==> src/rtl/i2cms_pkg.sv <==
package i2cms_pkg;

   localparam int unsigned DelayWidth = 16;
   localparam int unsigned ByteWidth  = 8;
   localparam int unsigned CsrIndexWidth = 3;
   localparam int unsigned ReqDataWidth = 16;
   localparam int unsigned RspDataWidth = 16;

   // Register indexes of the configuration port.
   localparam logic [CsrIndexWidth-1:0] CSR_DELAY_LONG   = 3'd0;
   localparam logic [CsrIndexWidth-1:0] CSR_DELAY_SETUP  = 3'd1;
   localparam logic [CsrIndexWidth-1:0] CSR_DELAY_HOLD   = 3'd2;
   localparam logic [CsrIndexWidth-1:0] CSR_DELAY_SAMPLE = 3'd3;
   localparam logic [CsrIndexWidth-1:0] CSR_POLL_LIMIT   = 3'd4;

   localparam logic [DelayWidth-1:0] DELAY_LONG_RESET   = 16'd40;
   localparam logic [DelayWidth-1:0] DELAY_SETUP_RESET  = 16'd20;
   localparam logic [DelayWidth-1:0] DELAY_HOLD_RESET   = 16'd10;
   localparam logic [DelayWidth-1:0] DELAY_SAMPLE_RESET = 16'd5;
   localparam logic [ByteWidth-1:0]  POLL_LIMIT_RESET   = 8'd250;

   localparam logic [ByteWidth-1:0] MSB_MASK = 8'h80;
   localparam logic [3:0] BITS_PER_BYTE = 4'd8;

   typedef enum logic [2:0] {
      CMD_NONE   = 3'd0,
      CMD_START  = 3'd1,
      CMD_STOP   = 3'd2,
      CMD_WRITE  = 3'd3,
      CMD_READ   = 3'd4,
      CMD_WAIT_ACK = 3'd5
   } cmd_type;

   typedef enum logic [4:0] {
      PH_IDLE = 5'd0,
      PH_S1   = 5'd1,
      PH_S2   = 5'd2,
      PH_S3   = 5'd3,
      PH_P1   = 5'd4,
      PH_P2   = 5'd5,
      PH_W1   = 5'd6,
      PH_W2   = 5'd7,
      PH_W3   = 5'd8,
      PH_R0   = 5'd9,
      PH_R1   = 5'd10,
      PH_R2   = 5'd11,
      PH_R3   = 5'd12,
      PH_A1   = 5'd13,
      PH_A2   = 5'd14,
      PH_K0   = 5'd15,
      PH_K1   = 5'd16,
      PH_K2   = 5'd17
   } phase_type;

   typedef struct packed {
      logic [DelayWidth-1:0] delay_long;
      logic [DelayWidth-1:0] delay_setup;
      logic [DelayWidth-1:0] delay_hold;
      logic [DelayWidth-1:0] delay_sample;
      logic [ByteWidth-1:0]  poll_limit;
   } cfg_type;

   typedef struct packed {
      phase_type             phase;
      logic [2:0]            command;
      logic [3:0]            bit_index;
      logic [DelayWidth-1:0] delay_left;
      logic [ByteWidth-1:0]  shift_data;
      logic [ByteWidth-1:0]  poll_count;
      logic                  scl;
      logic                  sda;
      logic                  sda_dir;
      logic                  ack_flag;
      logic                  ack_choice;
      logic [ByteWidth-1:0]  rx_byte;
   } state_type;

   typedef struct packed {
      logic [2:0]           req_type;
      logic [ByteWidth-1:0] tx_byte;
      logic                 send_ack;
      logic                 sda_in;
      logic                 us_tick;
   } req_type_t_type;

   typedef struct packed {
      logic                 scl_level;
      logic                 sda_level;
      logic                 sda_drive;
      logic                 busy_res;
      logic                 done_res;
      logic [ByteWidth-1:0] rx_byte;
      logic                 ack_seen;
   } rsp_type;

endpackage

==> src/rtl/i2cms_step.sv <==
module i2cms_step (
   input  i2cms_pkg::state_type       state_cur,
   input  i2cms_pkg::cfg_type         cfg,
   input  i2cms_pkg::req_type_t_type  req,
   output i2cms_pkg::state_type       state_nxt,
   output i2cms_pkg::rsp_type         rsp
);

   logic [i2cms_pkg::DelayWidth-1:0] long_d;
   logic [i2cms_pkg::DelayWidth-1:0] setup_d;
   logic [i2cms_pkg::DelayWidth-1:0] hold_d;
   logic [i2cms_pkg::DelayWidth-1:0] sample_d;
   logic                             expired;
   logic [i2cms_pkg::DelayWidth-1:0] left_dec;
   logic [3:0]                       bit_inc;
   logic [i2cms_pkg::ByteWidth-1:0]  poll_inc;
   logic                             done;

   // A delay register written with zero behaves as one.
   assign long_d   = (cfg.delay_long   == '0) ? 16'd1 : cfg.delay_long;
   assign setup_d  = (cfg.delay_setup  == '0) ? 16'd1 : cfg.delay_setup;
   assign hold_d   = (cfg.delay_hold   == '0) ? 16'd1 : cfg.delay_hold;
   assign sample_d = (cfg.delay_sample == '0) ? 16'd1 : cfg.delay_sample;

   // A timed phase ends on the tick that takes the count to zero.
   assign expired  = req.us_tick && (state_cur.delay_left <= 16'd1);
   assign left_dec = !req.us_tick ? state_cur.delay_left :
                     (expired ? '0 : state_cur.delay_left - 16'd1);
   assign bit_inc  = state_cur.bit_index + 4'd1;
   assign poll_inc = state_cur.poll_count + 8'd1;

   always_comb begin
      state_nxt = state_cur;
      done = 1'b0;
      unique case (state_cur.phase)
         i2cms_pkg::PH_IDLE: begin
            case (req.req_type)
               i2cms_pkg::CMD_START: begin
                  state_nxt.command = req.req_type;
                  state_nxt.sda_dir = 1'b1;
                  state_nxt.sda = 1'b1;
                  state_nxt.delay_left = long_d;
                  state_nxt.phase = i2cms_pkg::PH_S1;
               end
               i2cms_pkg::CMD_STOP: begin
                  state_nxt.command = req.req_type;
                  state_nxt.sda_dir = 1'b1;
                  state_nxt.scl = 1'b0;
                  state_nxt.sda = 1'b0;
                  state_nxt.delay_left = long_d;
                  state_nxt.phase = i2cms_pkg::PH_P1;
               end
               i2cms_pkg::CMD_WRITE: begin
                  state_nxt.command = req.req_type;
                  state_nxt.sda_dir = 1'b1;
                  state_nxt.scl = 1'b0;
                  state_nxt.bit_index = '0;
                  state_nxt.sda = req.tx_byte[7];
                  state_nxt.shift_data = {req.tx_byte[6:0], 1'b0};
                  state_nxt.delay_left = setup_d;
                  state_nxt.phase = i2cms_pkg::PH_W1;
               end
               i2cms_pkg::CMD_READ: begin
                  state_nxt.command = req.req_type;
                  state_nxt.sda_dir = 1'b0;
                  state_nxt.scl = 1'b0;
                  state_nxt.sda = 1'b1;
                  state_nxt.shift_data = '0;
                  state_nxt.bit_index = '0;
                  state_nxt.ack_choice = req.send_ack;
                  state_nxt.delay_left = setup_d;
                  state_nxt.phase = i2cms_pkg::PH_R0;
               end
               i2cms_pkg::CMD_WAIT_ACK: begin
                  state_nxt.command = req.req_type;
                  state_nxt.sda_dir = 1'b0;
                  state_nxt.scl = 1'b0;
                  state_nxt.sda = 1'b1;
                  state_nxt.delay_left = setup_d;
                  state_nxt.phase = i2cms_pkg::PH_K0;
               end
               default: begin
               end
            endcase
         end
         i2cms_pkg::PH_S1: begin
            state_nxt.delay_left = left_dec;
            if (expired) begin
               state_nxt.scl = 1'b1;
               state_nxt.delay_left = long_d;
               state_nxt.phase = i2cms_pkg::PH_S2;
            end
         end
         i2cms_pkg::PH_S2: begin
            state_nxt.delay_left = left_dec;
            if (expired) begin
               state_nxt.sda = 1'b0;
               state_nxt.delay_left = long_d;
               state_nxt.phase = i2cms_pkg::PH_S3;
            end
         end
         i2cms_pkg::PH_S3: begin
            state_nxt.delay_left = left_dec;
            if (expired) begin
               state_nxt.scl = 1'b0;
               done = 1'b1;
            end
         end
         i2cms_pkg::PH_P1: begin
            state_nxt.delay_left = left_dec;
            if (expired) begin
               state_nxt.scl = 1'b1;
               state_nxt.sda = 1'b1;
               state_nxt.delay_left = long_d;
               state_nxt.phase = i2cms_pkg::PH_P2;
            end
         end
         i2cms_pkg::PH_P2: begin
            state_nxt.delay_left = left_dec;
            done = expired;
         end
         i2cms_pkg::PH_W1: begin
            state_nxt.delay_left = left_dec;
            if (expired) begin
               state_nxt.scl = 1'b1;
               state_nxt.delay_left = hold_d;
               state_nxt.phase = i2cms_pkg::PH_W2;
            end
         end
         i2cms_pkg::PH_W2: begin
            state_nxt.delay_left = left_dec;
            if (expired) begin
               state_nxt.scl = 1'b0;
               state_nxt.delay_left = hold_d;
               state_nxt.phase = i2cms_pkg::PH_W3;
            end
         end
         i2cms_pkg::PH_W3: begin
            state_nxt.delay_left = left_dec;
            if (expired) begin
               state_nxt.bit_index = bit_inc;
               if (bit_inc >= i2cms_pkg::BITS_PER_BYTE) begin
                  done = 1'b1;
               end else begin
                  state_nxt.sda = state_cur.shift_data[7];
                  state_nxt.shift_data = {state_cur.shift_data[6:0], 1'b0};
                  state_nxt.delay_left = setup_d;
                  state_nxt.phase = i2cms_pkg::PH_W1;
               end
            end
         end
         i2cms_pkg::PH_R0: begin
            state_nxt.delay_left = left_dec;
            if (expired) begin
               state_nxt.scl = 1'b1;
               state_nxt.delay_left = sample_d;
               state_nxt.phase = i2cms_pkg::PH_R1;
            end
         end
         i2cms_pkg::PH_R1: begin
            state_nxt.delay_left = left_dec;
            if (expired) begin
               if (req.sda_in) begin
                  state_nxt.shift_data = state_cur.shift_data |
                     (i2cms_pkg::MSB_MASK >> state_cur.bit_index[2:0]);
               end
               state_nxt.delay_left = sample_d;
               state_nxt.phase = i2cms_pkg::PH_R2;
            end
         end
         i2cms_pkg::PH_R2: begin
            state_nxt.delay_left = left_dec;
            if (expired) begin
               state_nxt.scl = 1'b0;
               state_nxt.delay_left = sample_d;
               state_nxt.phase = i2cms_pkg::PH_R3;
            end
         end
         i2cms_pkg::PH_R3: begin
            state_nxt.delay_left = left_dec;
            if (expired) begin
               state_nxt.bit_index = bit_inc;
               if (bit_inc >= i2cms_pkg::BITS_PER_BYTE) begin
                  state_nxt.rx_byte = state_cur.shift_data;
                  state_nxt.sda_dir = 1'b1;
                  state_nxt.scl = 1'b0;
                  state_nxt.sda = !state_cur.ack_choice;
                  state_nxt.delay_left = long_d;
                  state_nxt.phase = i2cms_pkg::PH_A1;
               end else begin
                  state_nxt.scl = 1'b1;
                  state_nxt.delay_left = sample_d;
                  state_nxt.phase = i2cms_pkg::PH_R1;
               end
            end
         end
         i2cms_pkg::PH_A1: begin
            state_nxt.delay_left = left_dec;
            if (expired) begin
               state_nxt.scl = 1'b1;
               state_nxt.delay_left = long_d;
               state_nxt.phase = i2cms_pkg::PH_A2;
            end
         end
         i2cms_pkg::PH_A2: begin
            state_nxt.delay_left = left_dec;
            if (expired) begin
               state_nxt.scl = 1'b0;
               done = 1'b1;
            end
         end
         i2cms_pkg::PH_K0: begin
            state_nxt.delay_left = left_dec;
            if (expired) begin
               state_nxt.poll_count = '0;
               state_nxt.phase = i2cms_pkg::PH_K1;
            end
         end
         i2cms_pkg::PH_K1: begin
            // Polling runs on every item, with or without a tick.
            if (!req.sda_in) begin
               state_nxt.sda_dir = 1'b1;
               state_nxt.sda = 1'b0;
               state_nxt.delay_left = long_d;
               state_nxt.phase = i2cms_pkg::PH_K2;
            end else begin
               state_nxt.poll_count = poll_inc;
               if (poll_inc >= cfg.poll_limit) begin
                  state_nxt.ack_flag = 1'b0;
                  done = 1'b1;
               end
            end
         end
         i2cms_pkg::PH_K2: begin
            state_nxt.delay_left = left_dec;
            if (expired) begin
               state_nxt.scl = 1'b1;
               state_nxt.ack_flag = 1'b1;
               done = 1'b1;
            end
         end
         default: begin
            state_nxt.phase = i2cms_pkg::PH_IDLE;
         end
      endcase
      if (done) begin
         state_nxt.phase = i2cms_pkg::PH_IDLE;
         state_nxt.delay_left = '0;
      end
   end

   always_comb begin
      rsp.scl_level = state_nxt.scl;
      rsp.sda_level = state_nxt.sda;
      rsp.sda_drive = state_nxt.sda_dir;
      rsp.busy_res  = (state_nxt.phase != i2cms_pkg::PH_IDLE);
      rsp.done_res  = done;
      rsp.rx_byte   = state_nxt.rx_byte;
      rsp.ack_seen  = state_nxt.ack_flag;
   end

endmodule

==> src/rtl/i2c_master_bit_sequencer_core.sv <==
// Channel  Ports                Payload
// req      req_tvalid/tready    tdata: req_type, tx_byte, send_ack, sda_in, us_tick
// rsp      rsp_tvalid/tready    tdata: pin levels, busy, rx_byte, ack_seen; tlast: done
// csr      csr_we/index/wdata   one register per write (16 bits, poll limit [7:0]), no read-back
//
// Every item yields one result item; one item is taken per clock when the result
// side keeps up. An item is captured in the input register when it is accepted and
// is stepped through the sequencer into the result register when the result side
// can advance. Reset returns the bus to idle (SCL and SDA high, SDA driven) and loads
// the default delays. When a result is held and rsp_tready is low the result
// register holds, the input register fills, and then req_tready drops.
module i2c_master_bit_sequencer_core (
   input  logic        clock,
   input  logic        reset,
   input  logic        req_tvalid,
   output logic        req_tready,
   // [2:0] req_type, [10:3] tx_byte, [11] send_ack, [12] sda_in, [13] us_tick
   input  logic [15:0] req_tdata,
   output logic        rsp_tvalid,
   input  logic        rsp_tready,
   // [0] scl_level, [1] sda_level, [2] sda_drive, [3] busy_res, [11:4] rx_byte,
   // [12] ack_seen
   output logic [15:0] rsp_tdata,
   output logic        rsp_tlast,
   input  logic        csr_we,
   input  logic [2:0]  csr_index,
   input  logic [15:0] csr_wdata
);

   i2cms_pkg::cfg_type         cfg_ff;
   i2cms_pkg::state_type       state_ff;
   i2cms_pkg::state_type       state_in;
   i2cms_pkg::req_type_t_type  req_ff;
   i2cms_pkg::rsp_type         rsp_in;
   i2cms_pkg::rsp_type         rsp_ff;
   logic                       req_valid_ff;
   logic                       rsp_valid_ff;
   logic                       advance;

   assign advance    = !rsp_valid_ff || rsp_tready;
   assign req_tready = !req_valid_ff || advance;

   always_ff @(posedge clock) begin
      if (reset) begin
         cfg_ff.delay_long   <= i2cms_pkg::DELAY_LONG_RESET;
         cfg_ff.delay_setup  <= i2cms_pkg::DELAY_SETUP_RESET;
         cfg_ff.delay_hold   <= i2cms_pkg::DELAY_HOLD_RESET;
         cfg_ff.delay_sample <= i2cms_pkg::DELAY_SAMPLE_RESET;
         cfg_ff.poll_limit   <= i2cms_pkg::POLL_LIMIT_RESET;
      end else if (csr_we) begin
         unique case (csr_index)
            i2cms_pkg::CSR_DELAY_LONG:   cfg_ff.delay_long   <= csr_wdata;
            i2cms_pkg::CSR_DELAY_SETUP:  cfg_ff.delay_setup  <= csr_wdata;
            i2cms_pkg::CSR_DELAY_HOLD:   cfg_ff.delay_hold   <= csr_wdata;
            i2cms_pkg::CSR_DELAY_SAMPLE: cfg_ff.delay_sample <= csr_wdata;
            i2cms_pkg::CSR_POLL_LIMIT:   cfg_ff.poll_limit   <= csr_wdata[7:0];
            default: begin
            end
         endcase
      end
   end

   always_ff @(posedge clock) begin
      if (reset) begin
         req_valid_ff <= 1'b0;
      end else if (req_tready) begin
         req_valid_ff <= req_tvalid;
      end
      if (req_tready) begin
         req_ff.req_type <= req_tdata[2:0];
         req_ff.tx_byte  <= req_tdata[10:3];
         req_ff.send_ack <= req_tdata[11];
         req_ff.sda_in   <= req_tdata[12];
         req_ff.us_tick  <= req_tdata[13];
      end
   end

   i2cms_step u_step (
      .state_cur (state_ff),
      .cfg       (cfg_ff),
      .req       (req_ff),
      .state_nxt (state_in),
      .rsp       (rsp_in)
   );

   always_ff @(posedge clock) begin
      if (reset) begin
         state_ff.phase      <= i2cms_pkg::PH_IDLE;
         state_ff.command    <= '0;
         state_ff.bit_index  <= '0;
         state_ff.delay_left <= '0;
         state_ff.shift_data <= '0;
         state_ff.poll_count <= '0;
         state_ff.scl        <= 1'b1;
         state_ff.sda        <= 1'b1;
         state_ff.sda_dir    <= 1'b1;
         state_ff.ack_flag   <= 1'b0;
         state_ff.ack_choice <= 1'b0;
         state_ff.rx_byte    <= '0;
         rsp_valid_ff        <= 1'b0;
      end else if (advance) begin
         rsp_valid_ff <= req_valid_ff;
         if (req_valid_ff) begin
            state_ff <= state_in;
         end
      end
   end

   always_ff @(posedge clock) begin
      if (advance && req_valid_ff) begin
         rsp_ff <= rsp_in;
      end
   end

   assign rsp_tvalid = rsp_valid_ff;
   assign rsp_tlast  = rsp_ff.done_res;
   assign rsp_tdata  = {3'b000, rsp_ff.ack_seen, rsp_ff.rx_byte, rsp_ff.busy_res,
                        rsp_ff.sda_drive, rsp_ff.sda_level, rsp_ff.scl_level};

   // A finished command always leaves the sequencer idle.
   assert property (@(posedge clock) disable iff (reset)
      rsp_tvalid && rsp_tlast |-> !rsp_ff.busy_res)
      else $error("done reported while still busy");

   // The delay counter is cleared whenever the sequencer is idle.
   assert property (@(posedge clock) disable iff (reset)
      state_ff.phase == i2cms_pkg::PH_IDLE |-> state_ff.delay_left == '0)
      else $error("delay count left over in idle");

   // The bit counter never runs past one byte.
   assert property (@(posedge clock) disable iff (reset)
      state_ff.bit_index <= i2cms_pkg::BITS_PER_BYTE)
      else $error("bit index beyond a byte");

   // An item in the input register moves to the result register when it advances.
   assert property (@(posedge clock) disable iff (reset)
      req_valid_ff && advance |=> rsp_valid_ff)
      else $error("item lost between input and result registers");

endmodule
==> config.mk <==
export PLATFORM = sky130hd
export DESIGN_NAME = i2c_master_bit_sequencer_core
export DESIGN_NICKNAME = d
export VERILOG_FILES = /design/src/rtl/i2cms_pkg.sv /design/src/rtl/i2cms_step.sv /design/src/rtl/i2c_master_bit_sequencer_core.sv
export SDC_FILE = /design/constraint.sdc
export NUM_CORES = 1
export LEC_CHECK = 0
export BUFFER_PORTS_ARGS = -buffer_cell sky130_fd_sc_hd__buf_2
export CORE_ASPECT_RATIO = 1.5
export CORE_UTILIZATION = 50
export CTS_BUF_LIST = sky130_fd_sc_hd__clkbuf_8
export CTS_CLUSTER_DIAMETER = 120
export DETAILED_ROUTE_END_ITERATION = 12
export PLACE_DENSITY_LB_ADDON = 0.2
export SYNTH_ARGS = -nofsm -noshare
export SYNTH_HDL_FRONTEND = slang
export SYNTH_SLANG_ARGS = --single-unit
==> constraint.sdc <==
create_clock -name clock -period 3.5 [get_ports clock]
set_clock_uncertainty 0.05 [all_clocks]
set_input_delay 0.35 -clock clock [delete_from_list [all_inputs] [get_ports clock]]
set_output_delay 0.35 -clock clock [all_outputs]
set_load 0.01 [all_outputs]
==> out/results.tsv <==
metric	value	unit
status	complete, no violations	
Hold Path Sink	req_ff[1]$_DFFE_PP_	
multiplexer share of the synthesized area	0.04296	
overall routed net length	26.19	mm
Worst Setup End Kind	flip-flop	
clk sink count	156	
Syn Inst Count	1088	
hold slack	0.01398	ns
CP delay by family, top	compound AO/OA/AOI/OAI gates	
Worst Path Max Fanout	6	
Slowest cell on crit path	a211oi_1	
routed len/inst	19.34	µm
number of port buffers	53	
Nets	1188	
Worst-Margin Slew	0.7514	ns
Worst Hold Launch	req_tdata[12]	
largest family of logic cells by synthesized area	simple AND/OR/NAND/NOR gates	
number of synthesized flops with an enable pin	28	
CTS root buf	clkbuf_8	
worst stage delay on the critical path	0.60	ns
initial antenna violation count	0	
startpoint types	flip-flop	
# DRC	0	
Synth Area in Compound Gates	0.2225	
vias in the first global route	8061	
share of post-route cells with drive strength above 1	0.1451	
GRT Overall Usage	0.3053	
Synth Area in Simple Gates	0.2520	
Core Rows	58	
XOR/XNOR Fraction of Synth Area	0.02392	
Max Freq	329.3	MHz
first-pass GRT wire length	41.90	mm
die area	18020	µm²
Switching Fraction	0.3287	
async set-reset flop share out of synthesis	0	
die height	163.9	µm
Layout area overhead	11.04	%
Worst slew margin	0.4979	
Worst Path Required	3.79	ns
via/cell ratio	6.150	
final hold vios	0	
Pwr Density	431.8	nW/µm²
commonest register cell after synthesis	dfxtp_1	
ANT nets after route	0	
Initial Utilization	0.5167	
P_sw	1.377	mW
synthesized area per cell	8.030	µm²
Routability Congestion	0.9622	
FILL cells	1620	
H-Tree Level Count	4	
CTS Buf Count	17	
register area share after synthesis	0.3895	
clk_lat worst skew	0.48	ns
Finish-stage setup viols	0	
# IOs	59	
Tmin final	3.037	ns
Max-Cap Viols	0	
YS warnings	0	
WP buf/inv	0	
CTS tree	yes	
core area	16910	µm²
r2r setup slk	0.46	ns
Synth Area in Adders	0.02434	
register share of total power	0.468	
Hold Path Depth	1	
clock power share	0.322	
Final period util	0.8676	
grt ovf	0	
number of DRC markers in iteration 0	714	
crit-path cells	and3_1, and3_1, nand3_1, xnor2_1, ha_1, a21oi_1, o21ai_0, o21a_1, a211oi_1, o31a_1	
Design Power	4.189	mW
critical path data arrival time	3.33	ns
VDD IR max	368.3	µV
Gate power share	0.210	
fin. max-slew vios	0	
Most common cell on crit path	and3_1	
CP Class	reg -> reg	
first drt pass iteration count	6	
Worst Hold Class	in -> reg	
Die W	109.9	µm
Reg2Reg Depth	10	
# Post-CTS Setup Buffers	0	
internal power	2.812	mW
buffer levels on the longest clock path	2	
post-route setup TNS	0	ns
routed via count	8327	
Synth Register Bits	156	
Critical R2R Launch	state_ff[15]$_SDFFE_PP0P_	
distinct cell type count after synthesis	75	
unrepaired setup endpoints after global routing	false	
Syn Std Cell Area	8737	µm²
pin count of the biggest net entering global routing	57	
Reg-to-Reg End	rsp_tdata[3]$_DFFE_PP_	
n_diodes	0	
DPL Wire Length	18.60	mm
Static Leak	3.650	nW
clk slew on worst S/H paths	0.09	ns
## cell type report
cell class	count	area (µm²)	share of cell area
Sequential cell	156	3403	0.3508
Multi-Input combinational cell	841	4964	0.5116
Clock buffer	18	247.7	0.02554
Inverter	19	71.32	0.007351
Clock inverter	14	135.1	0.01393
Tap cell	210	262.8	0.02708
Timing Repair Buffer	96	618.1	0.06371
## logic make-up after synthesis
| logic type | Yosys count |
|---|---|
| AND/OR/NAND/NOR | 465 |
| AO/OA/AOI/OAI | 299 |
| adder cells (fa/ha/maj) | 17 |
| flip-flops | 156 |
| other | 1 |
| buffers and inverters | 93 |
| XOR/XNOR | 23 |
| multiplexers | 34 |
## synth_stat cells (7+ instances only)
| library cell | instances | share of area |
|---|---|---|
| a31oi_1 | 12 | 0.0086 |
| buf_2 | 15 | 0.0086 |
| nor2b_1 | 10 | 0.0072 |
| o221ai_1 | 10 | 0.010 |
| nand2b_1 | 9 | 0.0064 |
| a32oi_1 | 10 | 0.010 |
| o21ai_0 | 48 | 0.027 |
| ha_1 | 17 | 0.024 |
| xnor2_1 | 13 | 0.013 |
| nand3_1 | 23 | 0.013 |
| a221o_1 | 10 | 0.011 |
| a211oi_1 | 8 | 0.0069 |
| o21a_1 | 10 | 0.0086 |
| nor3_1 | 26 | 0.015 |
| a222oi_1 | 9 | 0.010 |
| xor2_1 | 9 | 0.0090 |
| mux2_2 | 28 | 0.036 |
| nand3b_1 | 18 | 0.015 |
| dfxtp_1 | 128 | 0.29 |
| and2_1 | 7 | 0.0050 |
| a21oi_1 | 116 | 0.066 |
| nor2_1 | 62 | 0.027 |
| nand2_1 | 241 | 0.10 |
| edfxtp_1 | 28 | 0.096 |
| clkbuf_1 | 51 | 0.022 |
| and3_1 | 13 | 0.0093 |
| nor4_1 | 20 | 0.014 |
| inv_1 | 18 | 0.0077 |
| a22oi_1 | 11 | 0.0095 |
## worst reg2reg max path, stage by stage, from the launching register on
cell and delay, ns:
dfxtp_1 0.43, and3_1 0.20, and3_1 0.25, nand3_1 0.12
xnor2_1 0.20, ha_1 0.29, a21oi_1 0.14, o21ai_0 0.08
o21a_1 0.28, a211oi_1 0.61, o31a_1 0.26
## what timing repair did
action                                 CTS  global route
hold buffers                             9             2
endpoints found under the hold margin    9             2
gates resized for setup                  0             0
## how the worst max path moves through the flow
stage | startpoint | end | slack, ns | cells past startpoint
after floorplan | state_ff[15]$_SDFFE_PP0P_ | state_ff[54]$_SDFFE_PP0P_ | 0.90 | 11
after global placement | state_ff[15]$_SDFFE_PP0P_ | state_ff[54]$_SDFFE_PP0P_ | 0.57 | 11
after detailed placement | state_ff[15]$_SDFFE_PP0P_ | state_ff[55]$_SDFFE_PP0P_ | 0.53 | 11
after CTS | state_ff[15]$_SDFFE_PP0P_ | state_ff[55]$_SDFFE_PP0P_ | 0.50 | 11
after global routing | state_ff[15]$_SDFFE_PP0P_ | state_ff[54]$_SDFFE_PP0P_ | 0.09 | 11
final | state_ff[15]$_SDFFE_PP0P_ | rsp_tdata[3]$_DFFE_PP_ | 0.46 | 10
## flip-flops by register name, summed over array words and instances (netlist names)
| signal | flops |
|---|---|
| rsp_tvalid | 1 |
| cfg_ff | 72 |
| rsp_tdata | 13 |
| req_valid_ff | 1 |
| rsp_tlast | 1 |
| req_ff | 14 |
| state_ff | 54 |
## placed cells by master, fill, tap and decap left out, drive strengths merged, types with 11 or more instances in the layout
cell,Yosys,layout
dlygate4sd3,0,11
dfxtp,128,128
nand3b,18,18
nor4,25,25
inv,18,26
buf,23,85
xnor2,13,13
a21oi,116,116
nor2,62,62
a22oi,11,11
a31oi,13,13
clkbuf,51,18
nand2,242,242
o21ai,55,55
ha,17,17
mux2,28,28
nor3,27,27
and3,13,13
edfxtp,28,28
nand3,23,23
## metrics by stage
step           area, µm²  setup slack, ns  cells    util
5_1_grt             9702          0.08527   1354  0.5738
3_5_place_dp        9209           0.5283   1311  0.5446
2_1_floorplan       8745           0.9042   1090       -
4_1_cts             9682           0.5005   1352  0.5726
6_report            9702           0.4635   1354  0.5738
3_3_place_gp        9209           0.5691   1311  0.5446
## layer usage
| layer | vias up | routed length, µm | GRT usage |
|---|---|---|---|
| met5 | - | 0 | 0 |
| li1 | 4025 | - | - |
| met4 | 0 | 1444 | 0.1970 |
| met1 | 3876 | 10370 | 0.3455 |
| met3 | 94 | 1494 | 0.05317 |
| met2 | 332 | 12880 | 0.5199 |
## power by group through the flow
stage | Sequential (mW) | Clock [mW] | Combinational (mW)
2_1_floorplan | 1.97 | 0 | 0.606
3_3_place_gp | 2.00 | 0 | 0.840
3_5_place_dp | 2.00 | 0 | 0.842
4_1_cts | 1.96 | 1.37 | 0.856
5_1_grt | 1.97 | 1.44 | 0.947
6_report | 1.96 | 1.35 | 0.878
Power figures use the tool's default switching activity.
